===== src/hdl/lucas_lehmer_mersenne_test_core_defines.svh =====
// Assertion macros shared by the Lucas-Lehmer test core modules.
// No dependencies; included by the files that carry assertions.
`ifndef LUCAS_LEHMER_MERSENNE_TEST_CORE_DEFINES_SVH
`define LUCAS_LEHMER_MERSENNE_TEST_CORE_DEFINES_SVH

// Consequent must hold in the cycle after the antecedent.
`define LLMT_ASSERT_NEXT(label, clk, rst, ante, cons) \
   label: assert property (@(posedge clk) disable iff (rst) (ante) |=> (cons)) \
      else $error("llmt assertion failed");

// Consequent must hold in the same cycle as the antecedent.
`define LLMT_ASSERT_SAME(label, clk, rst, ante, cons) \
   label: assert property (@(posedge clk) disable iff (rst) (ante) |-> (cons)) \
      else $error("llmt assertion failed");

`endif


===== src/hdl/llmt_pkg.sv =====
// Package for the Lucas-Lehmer test core: constants, controller state type,
// and the command and status structs between controller and datapath.
`default_nettype none

package llmt_pkg;

   // Width of the exponent field.
   localparam int LLMT_EXP_W = 6;
   // Default largest exponent that is tested.
   localparam int LLMT_MAX_EXPONENT = 32;
   // Starting residue and the offset subtracted after each squaring.
   localparam int LLMT_SEED = 4;
   localparam int LLMT_OFFSET = 2;

   // Controller states, one-hot.
   typedef enum logic [3:0] {
      ST_IDLE   = 4'b0001,
      ST_SQUARE = 4'b0010,
      ST_REDUCE = 4'b0100,
      ST_DONE   = 4'b1000
   } state_type;

   // Commands from the controller to the datapath.
   typedef struct packed {
      logic start;
      logic square;
      logic reduce;
      logic publish;
   } ctrl_cmd_type;

   // Status from the datapath to the controller.
   typedef struct packed {
      logic trivial;
      logic last_iter;
   } dp_status_type;

endpackage

`default_nettype wire


===== src/hdl/llmt_dpath.sv =====
// Datapath of the Lucas-Lehmer test core: residue, squarer, Mersenne
// reduction, iteration counter and result register. Uses llmt_pkg.
`default_nettype none
`include "lucas_lehmer_mersenne_test_core_defines.svh"

module llmt_dpath
   import llmt_pkg::*;
#(
   parameter int MAX_EXPONENT = LLMT_MAX_EXPONENT
) (
   input  wire logic                  clock,
   input  wire logic                  reset,
   input  wire logic [LLMT_EXP_W-1:0] req_exponent,
   input  wire ctrl_cmd_type          cmd,
   output dp_status_type              status,
   output logic                       rsp_prime
);

   localparam int RES_W  = MAX_EXPONENT;
   localparam int SUM_W  = RES_W + 1;
   localparam int PROD_W = 2 * RES_W;

   logic [LLMT_EXP_W-1:0] exp_ff, exp_in;
   logic [LLMT_EXP_W-1:0] iter_ff, iter_in;
   logic [RES_W-1:0]      residue_ff, residue_in;
   logic [PROD_W-1:0]     prod_ff, prod_in;
   logic                  trivial_ff, trivial_in;
   logic                  direct_ff, direct_in;
   logic                  prime_ff, prime_in;

   logic                  req_trivial;
   logic [RES_W-1:0]      mask;
   logic [RES_W-1:0]      prod_lo;
   logic [RES_W-1:0]      prod_hi;
   logic [SUM_W-1:0]      fold_sum;
   logic [SUM_W-1:0]      fold_minus;
   logic [SUM_W-1:0]      mask_ext;
   logic [RES_W-1:0]      reduced;

   // Exponents outside the tested range and exponent two need no loop.
   always_comb begin
      req_trivial = (req_exponent < LLMT_EXP_W'(LLMT_OFFSET))
                 || (req_exponent > LLMT_EXP_W'(MAX_EXPONENT))
                 || (req_exponent == LLMT_EXP_W'(LLMT_OFFSET));
   end

   assign status.trivial   = req_trivial;
   assign status.last_iter = (iter_ff == LLMT_EXP_W'(1));

   // Modulus 2^p - 1 as a mask of p ones.
   assign mask     = ~({RES_W{1'b1}} << exp_ff);
   assign mask_ext = {1'b0, mask};

   // Fold the square at bit p, then subtract two modulo 2^p - 1.
   // The folded sum lies in 0..2m, so one correction in either direction suffices.
   always_comb begin
      prod_lo    = prod_ff[RES_W-1:0] & mask;
      prod_hi    = RES_W'(prod_ff >> exp_ff);
      fold_sum   = {1'b0, prod_lo} + {1'b0, prod_hi};
      fold_minus = fold_sum - SUM_W'(LLMT_OFFSET);
      if (fold_sum < SUM_W'(LLMT_OFFSET)) begin
         reduced = RES_W'(fold_minus + mask_ext);
      end else if (fold_minus >= mask_ext) begin
         reduced = RES_W'(fold_minus - mask_ext);
      end else begin
         reduced = RES_W'(fold_minus);
      end
   end

   // Next values of the datapath registers.
   always_comb begin
      exp_in      = exp_ff;
      iter_in     = iter_ff;
      residue_in  = residue_ff;
      trivial_in  = trivial_ff;
      direct_in   = direct_ff;
      prime_in    = prime_ff;
      prod_in     = PROD_W'(residue_ff) * PROD_W'(residue_ff);
      if (cmd.start) begin
         exp_in     = req_exponent;
         iter_in    = req_exponent - LLMT_EXP_W'(LLMT_OFFSET);
         residue_in = RES_W'(LLMT_SEED);
         trivial_in = req_trivial;
         direct_in  = (req_exponent == LLMT_EXP_W'(LLMT_OFFSET));
      end
      if (cmd.reduce) begin
         residue_in = reduced;
         iter_in    = iter_ff - LLMT_EXP_W'(1);
      end
      if (cmd.publish) begin
         prime_in = trivial_ff ? direct_ff : (residue_ff == '0);
      end
   end

   // Payload registers; no reset needed.
   always_ff @(posedge clock) begin
      exp_ff      <= exp_in;
      iter_ff     <= iter_in;
      residue_ff  <= residue_in;
      trivial_ff  <= trivial_in;
      direct_ff   <= direct_in;
      prime_ff    <= prime_in;
      if (cmd.square) begin
         prod_ff <= prod_in;
      end
   end

   assign rsp_prime = prime_ff;

   // The residue always stays below the modulus after a reduction step.
   `LLMT_ASSERT_NEXT(a_residue_in_range, clock, reset, cmd.reduce, residue_ff < mask)
   // A nontrivial item starts with at least one squaring to do.
   `LLMT_ASSERT_NEXT(a_iter_nonzero, clock, reset, cmd.start && !req_trivial, iter_ff != '0)

endmodule

`default_nettype wire


===== src/hdl/llmt_ctrl.sv =====
// Controller of the Lucas-Lehmer test core: sequences the squaring loop and
// owns the handshakes. Uses llmt_pkg.
`default_nettype none
`include "lucas_lehmer_mersenne_test_core_defines.svh"

module llmt_ctrl
   import llmt_pkg::*;
(
   input  wire logic          clock,
   input  wire logic          reset,
   input  wire logic          req_valid,
   output logic               req_stall,
   output logic               rsp_valid,
   input  wire logic          rsp_stall,
   input  wire dp_status_type status,
   output ctrl_cmd_type       cmd
);

   state_type state_ff, state_in;
   logic      rsp_valid_ff, rsp_valid_in;
   logic      out_free;

   // The result register can take a new item when empty or being drained.
   assign out_free  = !rsp_valid_ff || !rsp_stall;
   assign req_stall = (state_ff != ST_IDLE);
   assign rsp_valid = rsp_valid_ff;

   // Next state and commands.
   always_comb begin
      state_in = state_ff;
      cmd      = '0;
      unique case (state_ff)
         ST_IDLE: begin
            if (req_valid) begin
               cmd.start = 1'b1;
               state_in  = status.trivial ? ST_DONE : ST_SQUARE;
            end
         end
         ST_SQUARE: begin
            cmd.square = 1'b1;
            state_in   = ST_REDUCE;
         end
         ST_REDUCE: begin
            cmd.reduce = 1'b1;
            state_in   = status.last_iter ? ST_DONE : ST_SQUARE;
         end
         ST_DONE: begin
            if (out_free) begin
               cmd.publish = 1'b1;
               state_in    = ST_IDLE;
            end
         end
         default: begin
            state_in = ST_IDLE;
         end
      endcase
   end

   // Result valid is set on publish and cleared once the item is taken.
   always_comb begin
      rsp_valid_in = rsp_valid_ff;
      if (cmd.publish) begin
         rsp_valid_in = 1'b1;
      end else if (!rsp_stall) begin
         rsp_valid_in = 1'b0;
      end
   end

   always_ff @(posedge clock) begin
      if (reset) begin
         state_ff     <= ST_IDLE;
         rsp_valid_ff <= 1'b0;
      end else begin
         state_ff     <= state_in;
         rsp_valid_ff <= rsp_valid_in;
      end
   end

   // A published item is offered in the following cycle.
   `LLMT_ASSERT_NEXT(a_publish_valid, clock, reset, cmd.publish, rsp_valid_ff)
   // A nontrivial item goes straight to its first squaring.
   `LLMT_ASSERT_NEXT(a_start_square, clock, reset,
      cmd.start && !status.trivial, state_ff == ST_SQUARE)
   // A finished item waits while the result register is still held.
   `LLMT_ASSERT_NEXT(a_done_waits, clock, reset,
      state_ff == ST_DONE && rsp_valid_ff && rsp_stall, state_ff == ST_DONE)
   // Publishing happens only when the result register can take it.
   `LLMT_ASSERT_SAME(a_publish_free, clock, reset, cmd.publish, out_free)

endmodule

`default_nettype wire


===== src/hdl/lucas_lehmer_mersenne_test_core.sv =====
// Lucas-Lehmer test core: an item with 3 <= p <= MAX_EXPONENT runs the squaring loop before
// its result is published; exponents settled without the loop are published directly.
// One item at a time; the next item is accepted once the previous one is published. Each
// loop step is a multiply state followed by a reduce state, and a publish state ends the item.
// A held result delays the next publish but not acceptance.
// Reset (synchronous, active high) clears the controller state and the result valid flag.
`default_nettype none

module lucas_lehmer_mersenne_test_core
   import llmt_pkg::*;
#(
   parameter int MAX_EXPONENT = LLMT_MAX_EXPONENT
) (
   input  wire logic                  clock,
   input  wire logic                  reset,
   input  wire logic                  req_valid,
   output logic                       req_stall,
   input  wire logic [LLMT_EXP_W-1:0] req_exponent,
   output logic                       rsp_valid,
   input  wire logic                  rsp_stall,
   output logic                       rsp_prime
);

   ctrl_cmd_type  cmd;
   dp_status_type status;

   // Sequencer for the squaring loop and the handshakes.
   llmt_ctrl u_ctrl (
      .clock     (clock),
      .reset     (reset),
      .req_valid (req_valid),
      .req_stall (req_stall),
      .rsp_valid (rsp_valid),
      .rsp_stall (rsp_stall),
      .status    (status),
      .cmd       (cmd)
   );

   // Residue arithmetic and result register.
   llmt_dpath #(
      .MAX_EXPONENT (MAX_EXPONENT)
   ) u_dpath (
      .clock        (clock),
      .reset        (reset),
      .req_exponent (req_exponent),
      .cmd          (cmd),
      .status       (status),
      .rsp_prime    (rsp_prime)
   );

endmodule

`default_nettype wire


===== config.mk =====
export PLATFORM = sky130hd
export DESIGN_NAME = lucas_lehmer_mersenne_test_core
export DESIGN_NICKNAME = d
export VERILOG_FILES = /design/src/hdl/llmt_pkg.sv /design/src/hdl/llmt_dpath.sv /design/src/hdl/llmt_ctrl.sv /design/src/hdl/lucas_lehmer_mersenne_test_core.sv
export VERILOG_INCLUDE_DIRS = /design/src /design/src/hdl
export SDC_FILE = /design/constraint.sdc
export NUM_CORES = 2
export LEC_CHECK = 0
export BUFFER_PORTS_ARGS = -buffer_cell sky130_fd_sc_hd__buf_4
export CORE_MARGIN = 5
export CORE_UTILIZATION = 40
export CTS_CLUSTER_DIAMETER = 150
export DETAILED_ROUTE_END_ITERATION = 8
export REMOVE_ABC_BUFFERS = 1
export SLEW_MARGIN = 25
export SYNTH_ARGS = -nofsm -noshare
export SYNTH_HDL_FRONTEND = slang
export SYNTH_SLANG_ARGS = --single-unit

===== constraint.sdc =====
create_clock -name clock -period 8.37 [get_ports clock]
set_input_delay 1.674 -clock clock [delete_from_list [all_inputs] [get_ports clock]]
set_output_delay 1.674 -clock clock [all_outputs]
set_load 0.005 [all_outputs]

# Yosys cells after proc, flatten, opt, wreduce, memory -nomap -nowiden
# Index checks and enable logic that the tools add are counted.
[op_classes]
add_sub_neg = 6
n_mul = 1
magnitude_cmp = 4
n_eq_ne = 10
shifts = 2
mux = 20
bitwise_logic = 2
n_reduce_logical = 8
[ops]
columns = ["op", "count"]
rows = [
  ["32-bit two-way mux", 4],
  ["32-bit by 32-bit multiplier with 64-bit output", 1],
  ["64-bit by 6-bit >> shifter with 32-bit output", 1],
  ["32-bit by 32-bit adder with 33-bit output", 1],
  ["33-bit by 32-bit >= comparator with 1-bit output", 1],
  ["33-bit by 2-bit less-than comparator with 1-bit output (second input constant)", 1],
  ["33-bit by 2-bit subtractor with 33-bit output (second input constant)", 1],
  ["32-bit adder", 1],
  ["32-bit AND", 1],
  ["32-bit zero test", 1],
  ["32-bit inverter", 1],
  ["32-bit by 6-bit << shifter with 32-bit output (first input constant)", 1],
  ["32-bit subtractor", 1],
  ["4-bit two-way mux", 4],
  ["4-bit one-hot mux with 4 select lines", 1],
  ["6-bit two-way mux", 2],
  ["1-bit two-way mux", 9],
  ["6-bit by 1-bit == test with 1-bit output (second input constant)", 1],
  ["6-bit by 2-bit == test with 1-bit output (second input constant)", 1],
  ["6-bit > comparator (second input constant)", 1],
  ["6-bit by 2-bit less-than comparator with 1-bit output (second input constant)", 1],
  ["6-bit by 1-bit subtractor with 6-bit output (second input constant)", 1],
  ["6-bit by 2-bit subtractor with 6-bit output (second input constant)", 1],
  ["4-bit by 1-bit == test with 1-bit output (second input constant)", 1],
  ["other kinds (10)", 14],
]
[totals]
reg_bits = 116
out_inout_bits = 3
word_cells = 62

# Depth between registers and ports, before layout
[depth]
depth_word = 9
mapped_depth = 38
depth_no_buf = 33

# Hierarchy
# Synthesis repeated with hierarchy kept, for this count alone.
[hier_totals]
cells_unflattened = 4753
area_unflattened_um2 = 42982.5
[modules_own_cells]
columns = ["mod", "instances", "cells_per_inst", "area_each_um2", "seq_area_each_um2"]
rows = [
  ["llmt_dpath", 1, 4722, 42724.7, 3303.2],
  ["llmt_ctrl", 1, 31, 257.7, 100.1],
]

# Worst setup path after synthesis
# OpenSTA, ideal clock, no wires.
[synth_path]
path_kind = "register -> register"
startpoint = "reg u_dpath.exp_ff[0]"
endpoint = "reg u_dpath.residue_ff[12], data pin"
setup_time_ns = 0.257
arrival_ns = 8.593
required_time_ns = 8.113
setup_slack_ns = -0.480
stages_incl_launch_ff = 31
synth_period_minus_slack_ns = 8.850
path_cell_list = "edfxtp_1 -> clkbuf_1 -> clkbuf_1 -> mux4_2 -> a21oi_1 -> a21oi_1 -> mux4_2 -> ha_1 -> fa_1 -> a21o_1 -> and4b_1 -> or2_1 -> nor3_2 -> o211ai_2 -> or4_4 -> nand3b_4 -> or3b_1 -> buf_2 -> or4b_2 -> xor2_1 -> ha_1 -> clkbuf_1 -> nor4_1 -> nor3b_1 -> or3_1 -> o221ai_1 -> and2_1 -> mux2i_1 -> clkbuf_1 -> nand2_1 -> a32o_1"
[synth_between]
elab_chain_len = 9
[synth_lines]
columns = ["element", "line", "rtl"]
rows = [
  ["from (decl)", "llmt_dpath.sv:23", "logic [LLMT_EXP_W-1:0] exp_ff, exp_in;"],
  ["from (signal assigned)", "llmt_dpath.sv:97", "exp_ff <= exp_in;"],
  ["32-bit by 6-bit << shifter with 32-bit output", "llmt_dpath.sv:51", "assign mask = ~({RES_W{1'b1}} << exp_ff);"],
  ["32-bit inverter", "llmt_dpath.sv:51", ""],
  ["32-bit AND", "llmt_dpath.sv:57", "prod_lo = prod_ff[RES_W-1:0] & mask;"],
  ["32-bit by 32-bit adder with 33-bit output", "llmt_dpath.sv:59", "fold_sum = {1'b0, prod_lo} + {1'b0, prod_hi};"],
  ["33-bit by 2-bit subtractor with 33-bit output", "llmt_dpath.sv:60", "fold_minus = fold_sum - SUM_W'(LLMT_OFFSET);"],
  ["32-bit subtractor or 33-bit by 32-bit >= comparator with 1-bit output (tied branches)", "llmt_dpath.sv:64, llmt_dpath.sv:63", ""],
  ["32-bit two-way mux", "llmt_dpath.sv:63", "end else if (fold_minus >= mask_ext) begin"],
  ["32-bit two-way mux *", "llmt_dpath.sv:61", "if (fold_sum < SUM_W'(LLMT_OFFSET)) begin"],
  ["32-bit two-way mux *", "llmt_dpath.sv:86", "if (cmd.reduce) begin"],
  ["to (signal assigned)", "llmt_dpath.sv:99", "residue_ff <= residue_in;"],
  ["to (decl)", "llmt_dpath.sv:25", "logic [RES_W-1:0] residue_ff, residue_in;"],
]
# Every way passes the cells marked *; elsewhere a longest branch is shown, timed or not.
# A chain may end at the register's enable or synchronous reset.

# Worst setup path after layout
[layout_path]
startpoint = "reg u_dpath.exp_ff[0]"
endpoint = "reg u_dpath.residue_ff[21], data pin"
# The elaborated chain is that of the path after synthesis.

==> PnR_summary.wiki <==
{| class="wikitable"
! Metric !! Value
|-
| Drt drc || 0
|-
| DP Cell Count || 6,535
|-
| Crit path arrival time || 8.66 ns
|-
| Most used DFF post-synth || sky130_fd_sc_hd__edfxtp_1
|-
| Die extent in y || 337 µm
|-
| Cell types occupying the most area after synthesis || sky130_fd_sc_hd__fa_1 (38%), sky130_fd_sc_hd__ha_1 (11%), sky130_fd_sc_hd__inv_1 (9.3%)
|-
| Number of ports placed on the die boundary || 13
|-
| Peak fanout along the critical path || 6
|-
| Number of synthesized flops with an enable pin || 110
|-
| Cell Area, Placed || 0.0483 mm²
|-
| Global-route usage over all layers || 23.3%
|-
| Gate Count Post-Synth || 4,781
|-
| Area Growth Syn to Fin || 17.1%
|-
| Post-route fraction of the period consumed by the critical path || 101%
|-
| CTS tree || yes
|-
| Worst r2r path cells || 34
|-
| Post-Synth XOR/XNOR Area || 3.65%
|-
| Crit Reg-Reg Startpoint || u_dpath.exp_ff[0]$_DFFE_PP_
|-
| Post-detailed-route via-to-cell ratio || 5.19
|-
| Fraction of registers with async set or reset after synthesis || 0%
|-
| Area of the core || 0.107 mm²
|-
| Horizontal extent of the die || 337 µm
|-
| Vias in the first global route || 36,500
|-
| Filler cell count in the final layout || 10,200
|-
| Worst setup margin || -0.0753 ns
|-
| Area fraction in compound gates after synthesis || 9.44%
|-
| Proportion of netlist area held by the largest area contributor || 37.9%
|-
| Post-synthesis adder-cell area fraction || 48.8%
|-
| Buffer depth of the longest clock path || 2
|-
| Maximum level of the CTS H-tree || 4
|-
| Finished layout cell area || 0.0502 mm²
|-
| Antenna violations before repair || 4
|-
| Slew margin rel. || 29.5%
|-
| Starting DRT DRC Count || 2,123
|-
| Overflow left after global routing || 0
|-
| Detailed placement HPWL || 110 mm
|-
| CTS Buf Count || 17
|-
| Wire length per cell || 19.6 µm
|-
| Clock root cell || sky130_fd_sc_hd__clkbuf_16
|-
| Yosys warning total || 0
|-
| Fraction of the yosys area taken by sequential cells || 7.94%
|-
| Capture instance of the worst register-to-register path || u_dpath.residue_ff[21]$_SDFFCE_PN0P_
|-
| Routed WL || 130 mm
|-
| Hold buffer count at CTS || 0
|-
| R2R Setup Slk || -0.08 ns
|-
| Combinational family with the most area after synthesis || adder cells
|-
| RSZ-0062 raised after global routing || true
|-
| Mux cell area share after synthesis || 5.08%
|-
| Peak Freq || 118 MHz
|-
| Path category of the worst min-delay check || flip-flop to flip-flop
|-
| Routability cong. || 0.993
|-
| Full die area || 0.114 mm²
|-
| Clock-pin transition on the worst setup and hold timing paths || 0.06 ns
|-
| Port bufs || 12
|-
| NumNets Final || 6,388
|-
| Area used by multi-input combinational logic || 0.0354 mm²
|-
| Number of nets still failing antenna checks after routing || 0
|-
| Endpoint required time on the critical path || 8.59 ns
|-
| Critical Path End || u_dpath.residue_ff[21]$_SDFFCE_PN0P_
|-
| Number of optimization iterations in the first detailed-route pass || 5
|-
| Slew of the pin with the lowest slew margin || 1.05 ns
|-
| Cell type with the highest aggregate area in the netlist || sky130_fd_sc_hd__fa_1
|-
| Non-filler instance count after layout || 6,612
|-
| Area share of and/or/nand/nor cells after synthesis || 14.0%
|-
| Starting density of the core || 40.2%
|-
| Endpoint kind of the worst setup timing path || flip-flop
|-
| Category of the worst setup path launch point || flip-flop
|-
| Final-report max-slew violation count || 0
|-
| FF+latch count, synth || 115
|-
| Hold Vio Cnt, Final || 0
|-
| Leading post-synthesis cells by instance count || sky130_fd_sc_hd__inv_1 (1,058), sky130_fd_sc_hd__fa_1 (811), sky130_fd_sc_hd__nand2_1 (480), sky130_fd_sc_hd__ha_1 (373), sky130_fd_sc_hd__nor2_1 (252)
|-
| Maximum clock skew at final layout || 0.0232 ns
|-
| Avg Cell Area, Syn || 8.96 µm²
|-
| Total area of sequential cells || 0.00340 mm²
|-
| Class of the most critical setup path || flip-flop to flip-flop
|-
| Source of the critical timing path || u_dpath.exp_ff[0]$_DFFE_PP_
|-
| Worst hold path cell count || 2
|-
| Fraction of layout cells with a size suffix above 1 || 16.1%
|-
| Slowest library cell on the worst path || sky130_fd_sc_hd__mux4_2
|-
| Latest clock arrival within the worst-skew pair || 0.48 ns
|-
| Endpoints failing setup || 10
|-
| Total number of vias || 34,300
|-
| First-pass GRT wire length || 206 mm
|-
| Num Clock Sinks || 115
|-
| Most frequent cell after synthesis || sky130_fd_sc_hd__inv_1
|-
| Status || finished, violations left
|-
| Violated checks || negative setup slack
|-
| FP Rows || 120
|-
| Count of unique library cells instantiated by Yosys || 92
|-
| Max-capacitance violation count || 0
|-
| Maximum number of pins on one net before global-route repair || 64
|-
| Fin crit period || 8.45 ns
|-
| Largest incremental delay on the critical path || 0.57 ns
|-
| Combined area of all synthesized cells || 0.0429 mm²
|}
-- repair_timing --
action,4_1_cts,5_1_grt
gates resized for setup,50,134
setup endpoints to repair,43,50
buffers inserted,13,26
pin swaps,19,66
cloned,4,2
-- routing by layer --
layer / track usage (%) / up-vias / share of wire [%]
li1: - / 15900 / -
met1: 31.3 / 17300 / 43
met2: 39.8 / 944 / 48
met3: 2.79 / 189 / 5.9
met4: 6.76 / 2 / 3.4
met5: 0 / - / 0.0077
-- stage by stage --
step                TNS (ns)  hold WS (ns)  worst slack [ns]  util (%)
floorplan            -123.30         0.473             -4.11         -
global placement      -15.58         0.495            -0.545      45.3
detailed placement    -18.05         0.500            -0.618      45.3
CTS                  -0.0238         0.509           -0.0238      46.3
global route           -7.18         0.545            -0.318      47.0
finish                -0.499         0.504           -0.0753      47.0
-- registers in the layout, summed over array words and instances (netlist names) --
name	flops
u_dpath.direct_ff	1
u_ctrl.rsp_valid	1
u_dpath.trivial_ff	1
u_dpath.residue_ff	32
u_dpath.rsp_prime	1
u_dpath.exp_ff	6
u_ctrl.state_ff	4
u_dpath.iter_ff	6
u_dpath.prod_ff	63
-- critical path, delay by kind of cell, from the launching register on --
family / cells / cell delay, ns
AND/OR/NAND/NOR: 11 / 2.94
AO/OA/AOI/OAI: 10 / 1.65
multiplexers: 5 / 1.59
buffers and inverters: 5 / 0.73
adder cells (fa/ha/maj): 2 / 0.71
flip-flops: 1 / 0.38
XOR/XNOR: 1 / 0.20
-- kinds of logic (layout without fill, tap and decap cells) --
logic type               Yosys count  count (layout)
AO/OA/AOI/OAI                    647             647
XOR/XNOR                         178             178
AND/OR/NAND/NOR                 1250            1250
other                              1               4
buffers and inverters           1266            1691
adder cells (fa/ha/maj)         1184            1184
flip-flops                       115             115
multiplexers                     140             140
-- final cells by class --
cell class / instances / share of cell area, %
Multi-Input combinational cell: 3401 / 70.5
Sequential cell: 115 / 6.78
Tap cell: 1403 / 3.50
Inverter: 1066 / 7.99
Clock inverter: 14 / 0.351
Clock buffer: 18 / 0.855
Antenna cell: 2 / 0.00997
Timing Repair Buffer: 593 / 10.0
-- cell usage in the layout (no fill, tap or decap), types with 16 or more instances in the layout --
| cell type | n |
|---|---|
| sky130_fd_sc_hd__clkbuf_16 | 19 |
| sky130_fd_sc_hd__a31oi_1 | 24 |
| sky130_fd_sc_hd__nor4_1 | 20 |
| sky130_fd_sc_hd__a211oi_1 | 21 |
| sky130_fd_sc_hd__nand2b_1 | 23 |
| sky130_fd_sc_hd__nand4_1 | 16 |
| sky130_fd_sc_hd__nor2_1 | 242 |
| sky130_fd_sc_hd__inv_1 | 1055 |
| sky130_fd_sc_hd__ha_1 | 362 |
| sky130_fd_sc_hd__buf_6 | 21 |
| sky130_fd_sc_hd__a21o_1 | 65 |
| sky130_fd_sc_hd__fa_1 | 808 |
| sky130_fd_sc_hd__mux2i_1 | 54 |
| sky130_fd_sc_hd__edfxtp_1 | 110 |
| sky130_fd_sc_hd__nand2_1 | 476 |
| sky130_fd_sc_hd__nand3_1 | 41 |
| sky130_fd_sc_hd__nor2b_1 | 40 |
| sky130_fd_sc_hd__o21ai_0 | 82 |
| sky130_fd_sc_hd__buf_12 | 31 |
| sky130_fd_sc_hd__o21bai_1 | 39 |
| sky130_fd_sc_hd__nor3_1 | 47 |
| sky130_fd_sc_hd__and2_1 | 225 |
| sky130_fd_sc_hd__o21ai_1 | 32 |
| sky130_fd_sc_hd__mux4_2 | 61 |
| sky130_fd_sc_hd__buf_4 | 532 |
| sky130_fd_sc_hd__a21oi_1 | 220 |
| sky130_fd_sc_hd__xor2_1 | 59 |
| sky130_fd_sc_hd__and3_1 | 23 |
| sky130_fd_sc_hd__xnor2_1 | 116 |
-- worst min path at each step --
stage | startpoint | to
floorplan | u_ctrl.rsp_valid$_SDFFE_PP0P_ | u_ctrl.rsp_valid$_SDFFE_PP0P_
global placement | u_ctrl.rsp_valid$_SDFFE_PP0P_ | u_ctrl.rsp_valid$_SDFFE_PP0P_
detailed placement | u_ctrl.rsp_valid$_SDFFE_PP0P_ | u_ctrl.rsp_valid$_SDFFE_PP0P_
CTS | u_ctrl.rsp_valid$_SDFFE_PP0P_ | u_ctrl.rsp_valid$_SDFFE_PP0P_
global route | u_ctrl.rsp_valid$_SDFFE_PP0P_ | u_ctrl.rsp_valid$_SDFFE_PP0P_
finish | u_ctrl.rsp_valid$_SDFFE_PP0P_ | u_ctrl.rsp_valid$_SDFFE_PP0P_
Power is not shown: default switching activity piles up to over one toggle a cycle in this logic, so the estimate is an artifact.
